`config.mk`:
```
export PLATFORM = sky130hd
export DESIGN_NAME = ocr_front
export DESIGN_NICKNAME = d
export VERILOG_FILES = /design/src/rtl/core/ocr_pkg.sv /design/src/rtl/core/ocr_front.sv
export VERILOG_INCLUDE_DIRS = /design/src /design/src/rtl/core
export SDC_FILE = /design/constraint.sdc
export NUM_CORES = 1
export LEC_CHECK = 0
export ABC_AREA = 1
export BUFFER_PORTS_ARGS = -buffer_cell sky130_fd_sc_hd__buf_4
export CELL_PAD_IN_SITES_DETAIL_PLACEMENT = 1
export CELL_PAD_IN_SITES_GLOBAL_PLACEMENT = 1
export CORE_ASPECT_RATIO = 1.5
export CORE_MARGIN = 5
export CORE_UTILIZATION = 39
export DETAILED_ROUTE_END_ITERATION = 8
export GPL_ROUTABILITY_DRIVEN = 1
export PLACE_DENSITY = 0.78
export REMOVE_ABC_BUFFERS = 1
export SLEW_MARGIN = 20
export SYNTH_ARGS = -nofsm -noshare
export SYNTH_HDL_FRONTEND = slang
export SYNTH_SLANG_ARGS = --single-unit
export TNS_END_PERCENT = 30
```
`constraint.sdc`:
```
create_clock -name clk -period 6.4 [get_ports clk]
set_input_delay 1.28 -clock clk [delete_from_list [all_inputs] [get_ports clk]]
set_output_delay 1.28 -clock clk [all_outputs]
set_load 0.02 [all_outputs]
```
`src/rtl/core/assert_macros.svh`:
```
// ----------------------------------------------------------------------------
// assert_macros.svh
// assertion shorthands shared by the rtl modules
// ----------------------------------------------------------------------------
`ifndef ASSERT_MACROS_SVH
`define ASSERT_MACROS_SVH

// checked on every clock edge outside reset
`define OCR_ASSERT_CLK(lbl, prop, msg) \
  lbl: assert property (@(posedge clk) disable iff (!rst_n) prop) else $error(msg);

// checked on every clock edge, reset included
`define OCR_ASSERT_ALL(lbl, prop, msg) \
  lbl: assert property (@(posedge clk) prop) else $error(msg);

`endif

```
`src/rtl/core/ocr_pkg.sv`:
```
// ----------------------------------------------------------------------------
// ocr_pkg
// types, constants and helpers of the ospf receive checker
// ----------------------------------------------------------------------------
package ocr_pkg;

  localparam int LEN_W           = 16;
  localparam int CFG_IDX_W       = 2;
  localparam int CFG_DATA_W      = 32;
  localparam int QUEUE_DEPTH     = 2;
  localparam int MAX_FRAME_BYTES_DEF = 2048;

  // frame byte offsets
  localparam logic [LEN_W-1:0] POS_SRC_FIRST   = LEN_W'(26);
  localparam logic [LEN_W-1:0] POS_SRC_LAST    = LEN_W'(29);
  localparam logic [LEN_W-1:0] OSPF_START      = LEN_W'(34);
  localparam logic [LEN_W-1:0] POS_TYPE        = LEN_W'(35);
  localparam logic [LEN_W-1:0] POS_RID_FIRST   = LEN_W'(38);
  localparam logic [LEN_W-1:0] POS_RID_LAST    = LEN_W'(41);
  localparam logic [LEN_W-1:0] POS_AREA_FIRST  = LEN_W'(42);
  localparam logic [LEN_W-1:0] POS_AREA_LAST   = LEN_W'(45);
  localparam logic [LEN_W-1:0] POS_AUTYPE_HI   = LEN_W'(48);
  localparam logic [LEN_W-1:0] POS_AUTYPE_LO   = LEN_W'(49);
  localparam logic [LEN_W-1:0] AUTH_DATA_FIRST = LEN_W'(50);
  localparam logic [LEN_W-1:0] AUTH_DATA_LAST  = LEN_W'(57);
  localparam logic [LEN_W-1:0] BODY_START      = LEN_W'(58);
  localparam logic [LEN_W-1:0] POS_BODY_A_LAST = LEN_W'(61);
  localparam logic [LEN_W-1:0] POS_BODY_B_FIRST = LEN_W'(62);
  localparam logic [LEN_W-1:0] HELLO_END       = LEN_W'(66);
  localparam logic [LEN_W-1:0] POS_BODY_B_LAST = LEN_W'(65);

  localparam logic [7:0]  OSPF_VERSION = 8'd2;
  localparam logic [7:0]  PKT_HELLO    = 8'd1;
  localparam logic [7:0]  PKT_LSU      = 8'd4;
  localparam logic [15:0] SUM_GOOD     = 16'hFFFF;
  localparam int          AD_BYTES     = 12;

  typedef enum logic [CFG_IDX_W-1:0] {
    CFG_AREA_ID             = 2'd0,
    CFG_PORT_NETMASK        = 2'd1,
    CFG_PORT_HELLO_INTERVAL = 2'd2
  } cfg_index_t;

  typedef enum logic [3:0] {
    VERDICT_OK        = 4'd0,
    VERDICT_SHORT     = 4'd1,
    VERDICT_VERSION   = 4'd2,
    VERDICT_CHECKSUM  = 4'd3,
    VERDICT_AREA      = 4'd4,
    VERDICT_AUTH      = 4'd5,
    VERDICT_NETMASK   = 4'd6,
    VERDICT_INTERVAL  = 4'd7,
    VERDICT_LSU_SHORT = 4'd8
  } verdict_t;

  // summary of one frame, handed from the byte front end to the judge
  typedef struct packed {
    logic [LEN_W-1:0] len;
    logic [15:0]      sum;
    logic [7:0]       held;
    logic             ver_ok;
    logic             area_ok;
    logic             auth_ok;
    logic             mask_ok;
    logic             intvl_ok;
    logic [7:0]       pkt_type;
    logic [31:0]      router_id;
    logic [31:0]      source_ip;
    logic [15:0]      lsu_seq;
    logic [31:0]      advert_count;
  } frame_rec_t;

  typedef struct packed {
    logic full;
    logic empty;
  } q_stat_t;

  // ones' complement 16-bit add with end-around carry
  function automatic logic [15:0] ones_add(input logic [15:0] a, input logic [15:0] w);
    logic [16:0] s;
    s = {1'b0, a} + {1'b0, w};
    return s[15:0] + {15'd0, s[16]};
  endfunction

endpackage

```
`src/rtl/core/ocr_front.sv`:
```
// ----------------------------------------------------------------------------
// ocr_front
// byte front end: field capture, running checksum, per-frame classification
// ----------------------------------------------------------------------------
module ocr_front #(
  parameter int MAX_FRAME_BYTES = ocr_pkg::MAX_FRAME_BYTES_DEF
) (
  input  logic                clk,
  input  logic                rst_n,
  input  logic                in_valid,
  output logic                in_ready,
  input  logic [7:0]          in_data_byte,
  input  logic                in_last_byte,
  input  logic [31:0]         area_id,
  input  logic [31:0]         port_netmask,
  input  logic [15:0]         port_hello_interval,
  input  ocr_pkg::q_stat_t    q_stat,
  output logic                push,
  output ocr_pkg::frame_rec_t push_rec
);

  `include "assert_macros.svh"

  localparam int POS_W = $clog2(MAX_FRAME_BYTES + 1);

  logic [POS_W-1:0] pos_r, pos_nxt, len_upd;
  logic [15:0]      sum_r, sum_nxt, sum_upd;
  logic [7:0]       held_r, held_nxt, held_upd;
  logic [7:0]       ver_r, ver_nxt, ver_upd;
  logic [7:0]       type_r, type_nxt, type_upd;
  logic [7:0]       auth_r, auth_nxt, auth_upd;
  logic [31:0]      rid_r, rid_nxt, rid_upd;
  logic [31:0]      area_r, area_nxt, area_upd;
  logic [31:0]      src_r, src_nxt, src_upd;
  logic [31:0]      body_a_r, body_a_nxt, body_a_upd;
  logic [31:0]      body_b_r, body_b_nxt, body_b_upd;
  logic [ocr_pkg::LEN_W-1:0] pos_x;
  logic             take;
  logic             fire;
  logic [7:0]       sum_byte;

  // a frame end needs a queue slot, plain bytes always go in
  assign in_ready = !q_stat.full || !in_last_byte;
  assign fire     = in_valid && in_ready;
  assign push     = fire && in_last_byte;

  always_comb begin
    pos_x      = ocr_pkg::LEN_W'(pos_r);
    take       = pos_r < POS_W'(MAX_FRAME_BYTES);
    sum_upd    = sum_r;
    held_upd   = held_r;
    ver_upd    = ver_r;
    type_upd   = type_r;
    auth_upd   = auth_r;
    rid_upd    = rid_r;
    area_upd   = area_r;
    src_upd    = src_r;
    body_a_upd = body_a_r;
    body_b_upd = body_b_r;
    sum_byte   = in_data_byte;
    if (take) begin
      if (pos_x >= ocr_pkg::POS_SRC_FIRST && pos_x <= ocr_pkg::POS_SRC_LAST) begin
        src_upd = {src_r[23:0], in_data_byte};
      end
      if (pos_x == ocr_pkg::OSPF_START) begin
        ver_upd = in_data_byte;
      end
      if (pos_x == ocr_pkg::POS_TYPE) begin
        type_upd = in_data_byte;
      end
      if (pos_x >= ocr_pkg::POS_RID_FIRST && pos_x <= ocr_pkg::POS_RID_LAST) begin
        rid_upd = {rid_r[23:0], in_data_byte};
      end
      if (pos_x >= ocr_pkg::POS_AREA_FIRST && pos_x <= ocr_pkg::POS_AREA_LAST) begin
        area_upd = {area_r[23:0], in_data_byte};
      end
      if (pos_x == ocr_pkg::POS_AUTYPE_HI || pos_x == ocr_pkg::POS_AUTYPE_LO) begin
        auth_upd = auth_r | in_data_byte;
      end
      if (pos_x >= ocr_pkg::BODY_START && pos_x <= ocr_pkg::POS_BODY_A_LAST) begin
        body_a_upd = {body_a_r[23:0], in_data_byte};
      end
      if (pos_x >= ocr_pkg::POS_BODY_B_FIRST && pos_x <= ocr_pkg::POS_BODY_B_LAST) begin
        body_b_upd = {body_b_r[23:0], in_data_byte};
      end
      if (pos_x >= ocr_pkg::OSPF_START) begin
        // auth data counts as zero in the checksum
        if (pos_x >= ocr_pkg::AUTH_DATA_FIRST && pos_x <= ocr_pkg::AUTH_DATA_LAST) begin
          sum_byte = 8'h00;
        end
        // ospf starts on an even offset, so even positions are high bytes
        if (!pos_x[0]) begin
          held_upd = sum_byte;
        end else begin
          sum_upd = ocr_pkg::ones_add(sum_r, {held_r, sum_byte});
        end
      end
    end
    len_upd = take ? pos_r + POS_W'(1) : pos_r;
  end

  always_comb begin
    pos_nxt    = pos_r;
    sum_nxt    = sum_r;
    held_nxt   = held_r;
    ver_nxt    = ver_r;
    type_nxt   = type_r;
    auth_nxt   = auth_r;
    rid_nxt    = rid_r;
    area_nxt   = area_r;
    src_nxt    = src_r;
    body_a_nxt = body_a_r;
    body_b_nxt = body_b_r;
    if (fire) begin
      if (in_last_byte) begin
        pos_nxt    = '0;
        sum_nxt    = '0;
        held_nxt   = '0;
        ver_nxt    = '0;
        type_nxt   = '0;
        auth_nxt   = '0;
        rid_nxt    = '0;
        area_nxt   = '0;
        src_nxt    = '0;
        body_a_nxt = '0;
        body_b_nxt = '0;
      end else begin
        pos_nxt    = len_upd;
        sum_nxt    = sum_upd;
        held_nxt   = held_upd;
        ver_nxt    = ver_upd;
        type_nxt   = type_upd;
        auth_nxt   = auth_upd;
        rid_nxt    = rid_upd;
        area_nxt   = area_upd;
        src_nxt    = src_upd;
        body_a_nxt = body_a_upd;
        body_b_nxt = body_b_upd;
      end
    end
  end

  always_ff @(posedge clk) begin
    if (!rst_n) begin
      pos_r    <= '0;
      sum_r    <= '0;
      held_r   <= '0;
      ver_r    <= '0;
      type_r   <= '0;
      auth_r   <= '0;
      rid_r    <= '0;
      area_r   <= '0;
      src_r    <= '0;
      body_a_r <= '0;
      body_b_r <= '0;
    end else begin
      pos_r    <= pos_nxt;
      sum_r    <= sum_nxt;
      held_r   <= held_nxt;
      ver_r    <= ver_nxt;
      type_r   <= type_nxt;
      auth_r   <= auth_nxt;
      rid_r    <= rid_nxt;
      area_r   <= area_nxt;
      src_r    <= src_nxt;
      body_a_r <= body_a_nxt;
      body_b_r <= body_b_nxt;
    end
  end

  always_comb begin
    push_rec.len          = ocr_pkg::LEN_W'(len_upd);
    push_rec.sum          = sum_upd;
    push_rec.held         = held_upd;
    push_rec.ver_ok       = ver_upd == ocr_pkg::OSPF_VERSION;
    push_rec.area_ok      = area_upd == area_id;
    push_rec.auth_ok      = auth_upd == 8'h00;
    push_rec.mask_ok      = body_a_upd == port_netmask;
    push_rec.intvl_ok     = body_b_upd[31:16] == port_hello_interval;
    push_rec.pkt_type     = type_upd;
    push_rec.router_id    = rid_upd;
    push_rec.source_ip    = src_upd;
    push_rec.lsu_seq      = body_a_upd[31:16];
    push_rec.advert_count = body_b_upd;
  end

  `OCR_ASSERT_CLK(a_pos_saturates, pos_r <= POS_W'(MAX_FRAME_BYTES), "byte position past maximum")

endmodule

```
**Word-level counts from Yosys, hierarchy flattened**

Index checks and enable logic that the tools add are counted.

- Bits of input ports: 94
- Memory bits (read-only): 0
- Latch bits: 0
- Logic and storage cells: 87
- Register bits: 220
- Memories kept: 0
- Memory bits (writable): 0

- Reduce and logical (&&, ||, !) cells: 13
- Multiply operators: 0
- Bitwise logic cells: 1
- Shift operators: 0
- Mux-type cells: 37
- Equality and inequality tests: 8
- $add $sub $neg: 3
- Divide/modulo/power cells: 0
- Order comparisons: 14

Operators with widths:

| cell | number |
|---|---|
| $mux W32 | 15 |
| $mux W8 | 16 |
| $ge A12 B6 Y1 const B | 6 |
| $eq A32 B32 Y1 | 2 |
| $mux W16 | 4 |
| $eq A12 B6 Y1 const B | 4 |
| $le A12 B6 Y1 const B | 4 |
| $mux W12 | 2 |
| $add A16 B16 Y17 | 1 |
| $add A16 B1 Y16 | 1 |
| $eq A16 B16 Y1 | 1 |
| $add A12 B1 Y12 const B | 1 |
| $ge A12 B5 Y1 const B | 1 |
| $le A12 B5 Y1 const B | 1 |
| $le A12 B7 Y1 const B | 1 |
| $lt A12 B12 Y1 const B | 1 |
| $eq A8 B2 Y1 const B | 1 |
| $logic_and A1 B1 Y1 | 8 |
| $logic_not A8 Y1 | 1 |
| $or A8 B8 Y8 | 1 |
| $logic_not A1 Y1 | 2 |
| $logic_or A1 B1 Y1 | 2 |

**Logic depth before layout (Yosys ltp)**

Gate-level depths: netlist of run 1.

- Depth after elaboration: 11
- Depth in mapped cells: 39

**Worst setup path before layout of run 1**

No wires, ideal clock.

- Path kind: input -> output
- From: in in_data_byte[0]
- To: out push_rec[147] (netlist name)
- Path buffers: 0
- Required time: 5120 ps
- Setup slack: 488 ps
- Stages: 30
- Arrival time: 4632 ps
- Path through: nand2_1 > inv_1 > ha_1 > inv_1 > fa_1 > inv_1 > a21oi_1 > nor2_1 > nand3_2 > nand2_1 > nand3_1 > nand2_1 > nand4_1 > nand3_1 > ha_1 > ha_1 > nand2_1 > nor2_1 > nand2_1 > nor2_1 > nand3_1 > nor2_2 > nand2_2 > nor2_4 > nand2_2 > nor2_2 > nand2_1 > nand2_1 > nand2_1 > a21boi_0

RTL lines:

| element | line | RTL |
|---|---|---|
| start: declaration | ocr_front.sv:12 | `input logic [7:0] in_data_byte,` |
| end: declaration | ocr_front.sv:19 | `output ocr_pkg::frame_rec_t push_rec` |

==> impl_metrics.yaml, run 1 <==
synth:
  yosysWarnings: 0
  synthDistinctLibCells: 53
  synth_area_per_cell_um2: 6.40
  yosysSeqAreaShare_pct: 33.7
  synth_largest_area_cell: "dfxtp_1"
  ys_seq_elements: 220
  ys_top_cells_by_area: "dfxtp_1, nand2_1, a21oi_1, inv_1, nor2_1"
  synth.cell_area_mm2: 0.0131
  ys.flop_type: "dfxtp_1"
  synthArstFlopShare_pct: 0
  yosysTopAreaCellShare_pct: 33.7
  synth_cells: 2043
  synth-edff-count: 0
  synth.most_common_cell: "nand2_1"
  synth_commonest_cells: "nand2_1, inv_1, dfxtp_1"
hold_path:
  min_path_type: "reg -> reg"
  hold_path_depth: 2
  holdCritStartpoint: "src_r[26]"
  holdPathEnd: "src_r[26]"
cts:
  cts.sink_count: 220
  cts_tree: "done"
  cts-hold-fix-buffers: 0
  cts_max_path_buffers: 3
  insertion_delay_ns: 0.54
  cts_buffers: 24
  cts_root_buf: "clkbuf_16"
  htreeDepth: 1
  path_clk_slew_ns: 0.07
global_route:
  grt_max_degree: 97
  grt_pass1_vias: 14400
  grt_use_met2_pct: 45.6
  antenna_found_initial: 0
  grtUsageMet3_pct: 3.57
  grt_pass1_wl_um: 73000
  grtUsageMet1_pct: 25.6
  grt_overflow: 0
  grt.busiest_layer: "met2"
  grt.total_usage_pct: 23.4
floorplanning:
  rows: 82
  core-area_mm2: 0.0332
  io_pins: 261
  initial_core_util_pct: 39.3
  die_w_um: 159
  fp.dieH_um: 234
  die_area_mm2: 0.0373
outcome:
  status: "completed"
pwr:
  ir_drop_uv: 152
  power_density_mw_per_mm2: 186
  p_leak_nw: 7.30
placed_design:
  place_congestion: 0.909
  io_buffers: 255
  dp.cells: 2633
  pre_cts_ws_ns: 0.0133
  dp_hpwl_um: 32800
drt:
  drtIter0Drc: 521
  viasPerCell: 5.19
  detail-route-antenna-nets: 0
  drt-total-wl_um: 46100
  post_drt_wl_per_cell_um: 17.1
  dr.pass1.iters: 8
  drc: 0
  vias: 14000
worst_setup_path:
  r2r_slack_ns: 1.95
  timing.rr.start: "pos_r[0]"
  end_kind: "output pin"
  slowest_delay_ns: 0.39
  r2r-end: "sum_r[12]"
  cp_data_required_time_ns: 5.12
  worstPathArrival_ns: 4.89
  cp_max_fo: 7
  crit_slowest_cell: "fa_2"
  reg2reg_depth: 38
  path_class: "reg -> out"
  crit_path_start_kind: "register"
  crit_top_cell: "nand2_2"
sta:
  max_clock_freq_mhz: 162
  holdWs_ns: 0.466
  setup_ws_ns: 0.234
  finalSetupViolations: 0
  worst_pin_slew_ns: 1.06
  drv_slew: 0
  period_share_pct: 96.3
  slew_headroom_pct: 29.0
  hold_viol: 0
  period_minus_slack_ns: 6.17
  clock_skew_ns: 0.0216
finish:
  drive_gt1_share_pct: 19.7
  finalNonFillerCells: 2688
  area.growth.synth_to_final_pct: 26.1
  fill_cells: 4387
  diodes: 0
  layout.nets: 2368
job:
  maxCapViolCount: 0
[worst max-delay path by stage]
| stage | cells past startpoint | slack [ns] | from | endpoint |
|---|---|---|---|---|
| final | 38 | 0.23 | pos_r[0] | push_rec[147] |
| after CTS | 35 | 0.02 | pos_r[0] | push_rec[147] |
| after global placement | 32 | 0.1 | in_data_byte[0] | push_rec[147] |
| after floorplan | 7 | -5.45 | q_stat[1] | area_r[0] |
| after detailed placement | 32 | 0.01 | in_data_byte[0] | push_rec[147] |
| after global routing | 34 | -0.09 | pos_r[9] | push_rec[147] |
[through the flow]
| stage | setup TNS (ns) | area (um2) | power (mW) | util [%] |
|---|---|---|---|---|
| after CTS | 0 | 16200 | 3.11 | 48.7 |
| after global placement | 0 | 15300 | 1.61 | 46.0 |
| final | 0 | 16500 | 3.07 | 49.6 |
| after global routing | -0.221 | 16500 | 3.18 | 49.6 |
| after floorplan | -841.44 | 12600 | 1.50 | - |
| after detailed placement | 0 | 15300 | 1.61 | 46.0 |
[power by group]
group | switching (mW) | leakage [nW] | internal (mW)
Combinational | 0.146 | 5.12 | 0.0738
Sequential | 0.000675 | 1.77 | 1.37
Clock | 0.596 | 0.410 | 0.883
[registers in the layout, indices dropped and copies added (netlist names)]
name	count
body_a_r	32
type_r	8
src_r	32
sum_r	16
rid_r	32
held_r	8
pos_r	12
auth_r	8
ver_r	8
body_b_r	32
area_r	32
[layer usage]
layer | part of all wire [%] | up-vias
li1 | - | 6900
met1 | 39 | 6764
met2 | 54 | 234
met3 | 3.7 | 66
met4 | 3.1 | 0
met5 | 0 | -
[worst max-delay path: cells and delay by family, from the launching register on]
| family | cells | cell delay (ns) |
|---|---|---|
| fa+ha+maj | 5 | 0.97 |
| buf+inv | 6 | 0.45 |
| compound gates | 2 | 0.21 |
| flops | 1 | 0.37 |
| simple gates | 25 | 2.32 |
[timing repair]
action	CTS	global route
hold endpoints to repair	0	0
buffers inserted	4	8
resized for setup	25	49
pin swaps	4	26
endpoints found under the setup margin	8	9
[area by class of cell]
type | instances | area, um2 | area share, %
multi-input combinational | 1450 | 7510 | 45.6
sequential | 220 | 4410 | 26.8
timing repair buffer | 291 | 2200 | 13.3
inverter | 264 | 1000 | 6.07
clock buffer | 35 | 702 | 4.26
tap | 420 | 526 | 3.19
clock inverter | 8 | 130 | 0.790
[layout by cell type (no fill, tap or decap), types with 35 or more instances in the layout]
cell     instances
a21oi_1        204
buf_4          287
dfxtp_1        216
inv_1          253
nand2_1        612
nand3_1         35
nor2_1         139
o21ai_0         82
o21ai_1         38
o22ai_1         48
xor2_1          47
[cell families (layout without fill, tap and decap cells)]
logic type | count (synthesis) | after routing | share of synthesized area (%)
mux | 11 | 11 | 0.929
flops | 220 | 220 | 33.7
compound gates | 419 | 419 | 17.6
buf+inv | 376 | 598 | 11.1
xor+xnor | 77 | 77 | 5.16
other cells | 1 | 4 | 0.0287
fa+ha+maj | 23 | 23 | 2.26
simple gates | 916 | 916 | 29.2
(Power assumes the default switching activity.)
==> run 2: changes to the inputs <==
- ABC_AREA: 1 -> unset
- CORE_UTILIZATION: 39 -> 43
- CTS_BUF_LIST: unset -> sky130_fd_sc_hd__clkbuf_4 sky130_fd_sc_hd__clkbuf_8
- PLACE_DENSITY: 0.78 -> 0.79
==> run 2 against run 1 <==
  * The run now ends with setup timing left
  * Worst setup slack worse by 0.71 ns
  * Sequential power about the same
  * Global-route usage up 2.0 points
  * Hold slack better by 0.0088 ns
  * Synthesized area down 1.9%
  * Sequential cell count unchanged
==> impl_metrics.yaml, run 2 <==
finish:
  fill_cells: 3448
  area.growth.synth_to_final_pct: 27.9
  layout.nets: 1798
  finalNonFillerCells: 2097
  postLayoutCoreUtil_pct: 55.6
  drive_gt1_share_pct: 33.8
  final_common_cell: "buf_4"
  final_cell_mix: "buf_4, dfxtp_1, nor2b_1"
synth:
  synth.cell_area_mm2: 0.0128
  ys.flop_type: "dfxtp_1"
  yosysTopAreaCellShare_pct: 34.3
  synthDistinctLibCells: 68
  ys_seq_elements: 220
  yosysWarnings: 0
  synth_commonest_cells: "dfxtp_1, nor2b_1, a22oi_1"
  synth-edff-count: 0
  synth_area_per_cell_um2: 9.09
  synth_largest_area_cell: "dfxtp_1"
  synth.most_common_cell: "dfxtp_1"
  yosysSeqAreaShare_pct: 34.3
  synthArstFlopShare_pct: 0
  ys_top_cells_by_area: "dfxtp_1, a22oi_1, mux2_2, nor2b_1, xnor2_1"
  synth_cells: 1411
drt:
  dr.pass1.iters: 5
  vias: 11800
  viasPerCell: 5.63
  drtIter0Drc: 473
  drt-total-wl_um: 43500
  detail-route-antenna-nets: 0
  drc: 0
  post_drt_wl_per_cell_um: 20.8
floorplanning:
  fp.dieH_um: 221
  io_pins: 261
  rows: 77
  die_w_um: 151
  die_area_mm2: 0.0334
  initial_core_util_pct: 43.5
  core-area_mm2: 0.0295
worst_setup_path:
  r2r-end: "sum_r[6]"
  worstPathArrival_ns: 5.59
  timing.rr.start: "pos_r[10]"
  reg2reg_depth: 28
  r2r_slack_ns: 1.14
  cp_data_required_time_ns: 5.12
  cp_max_fo: 6
  end_kind: "output pin"
  crit_path_start_kind: "register"
  path_class: "reg -> out"
placed_design:
  place_congestion: 0.877
  dp_hpwl_um: 30600
  dp.cells: 2021
  io_buffers: 255
  pre_cts_ws_ns: -0.366
outcome:
  violations: "setup timing"
  status: "finished with violations"
global_route:
  grt_overflow: 0
  grt_pass1_vias: 12700
  grt.total_usage_pct: 25.4
  grt_pass1_wl_um: 68400
  antenna_found_initial: 1
  grt_max_degree: 127
pwr:
  seqPwrFrac_pct: 47.1
  power_mw: 2.91
  ir_drop_uv: 150
  power_density_mw_per_mm2: 177
  clkPwrFrac_pct: 44.5
  comb_power_share_pct: 8.3
  p_int_mw: 2.19
  switching_power_uw: 720
  switching_share_pct: 24.8
  p_leak_nw: 6.54
sta:
  drv_slew: 0
  period_share_pct: 107
  max_clock_freq_mhz: 145
  setup_ws_ns: -0.474
  slew_headroom_pct: 32.4
  hold_viol: 0
  finalSetupViolations: 12
  clock_skew_ns: 0.0295
  worst_pin_slew_ns: 1.01
  period_minus_slack_ns: 6.87
  grt_setup_unrepaired: "yes"
cts:
  cts-hold-fix-buffers: 0
  path_clk_slew_ns: 0.06
  insertion_delay_ns: 0.56
  cts.sink_count: 220
  cts_buffers: 38
  cts_max_path_buffers: 3
  cts_root_buf: "clkbuf_8"
  cts_tree: "done"
  htreeDepth: 2
hold_path:
  hold_path_depth: 2
  holdCritStartpoint: "auth_r[5]"
  min_path_type: "reg -> reg"
  holdPathEnd: "auth_r[5]"
job:
  maxCapViolCount: 0
==> run 2: per-stage QoR <==
stage	hold slack, ns	area [um2]	TNS (ns)
3_5_place_dp	0.464	15300	-2.57
2_1_floorplan	0.437	12400	-373.93
6_report	0.475	16400	-4.60
4_1_cts	0.479	16300	-5.31
5_1_grt	0.515	16400	-7.74
3_3_place_gp	0.452	15300	-1.67
==> run 2: critical path: stages (launching register included) <==
cell	delay, ns
dfxtp_2	0.32
or4_4	0.55
nor3_4	0.18
nand3_4	0.13
and2_4	0.20
ha_4	0.16
inv_2	0.05
fa_2	0.22
nor2b_2	0.05
o31a_1	0.25
o22a_1	0.17
maj3_2	0.33
a211oi_4	0.28
a21oi_2	0.11
o21a_1	0.19
o21a_1	0.18
o21ai_1	0.12
nand2b_1	0.12
ha_4	0.20
ha_4	0.15
and2_4	0.13
and4_4	0.19
nand3_2	0.08
nor2_2	0.07
nand2_1	0.11
xor2_1	0.18
o21ai_0	0.10
buf_4	0.20
==> run 2: final cells by class <==
class | count | area [um2] | area share [%]
antenna | 1 | 2.50 | 0.0153
clock buffer | 57 | 728 | 4.44
clock inverter | 3 | 20.0 | 0.122
inverter | 21 | 78.8 | 0.480
multi-input combinational | 1062 | 8110 | 49.4
sequential | 220 | 4410 | 26.9
tap | 395 | 494 | 3.01
timing repair buffer | 338 | 2560 | 15.6
==> run 2: worst max path at each step <==
stage | start | end | depth (start not counted)
after detailed placement | in_data_byte[0] | push_rec[146] | 25
after floorplan | q_stat[1] | sum_r[10] | 5
final | pos_r[10] | push_rec[145] | 27
after global routing | pos_r[10] | push_rec[139] | 26
after global placement | in_data_byte[0] | push_rec[146] | 25
after CTS | pos_r[10] | push_rec[148] | 27
==> run 2: cells by family (layout without fill, tap and decap cells) <==
family,after synthesis,after routing,share of synthesized area [%]
AO/OA/AOI/OAI,315,315,17.3
XOR/XNOR,119,119,8.29
adder cells (fa/ha/maj),25,25,2.48
buffers and inverters,132,419,4.27
flip-flops,220,220,34.3
multiplexers,165,165,14.1
other,1,5,0.0292
AND/OR/NAND/NOR,434,434,19.2
==> run 2: routing by layer <==
layer	wire, um	global-route usage [%]	vias up
met2	23200	46.1	309
li1	-	-	5569
met5	0	0	-
met3	2300	5.01	118
met4	1960	11.2	0
met1	16100	28.1	5819
==> run 2: power by group through the flow <==
stage | Clock [mW] | Combinational (mW) | Sequential, mW
finish | 1.29 | 0.242 | 1.37
global route | 1.39 | 0.259 | 1.37
CTS | 1.33 | 0.243 | 1.37
detailed placement | 0 | 0.239 | 1.40
global placement | 0 | 0.235 | 1.40
floorplan | 0 | 0.0986 | 1.40
==> run 2: what timing repair did <==
action                     CTS  global route
gates resized for setup     41            10
pin swaps                   25            13
buffers inserted            11             4
setup endpoints to repair   15            16
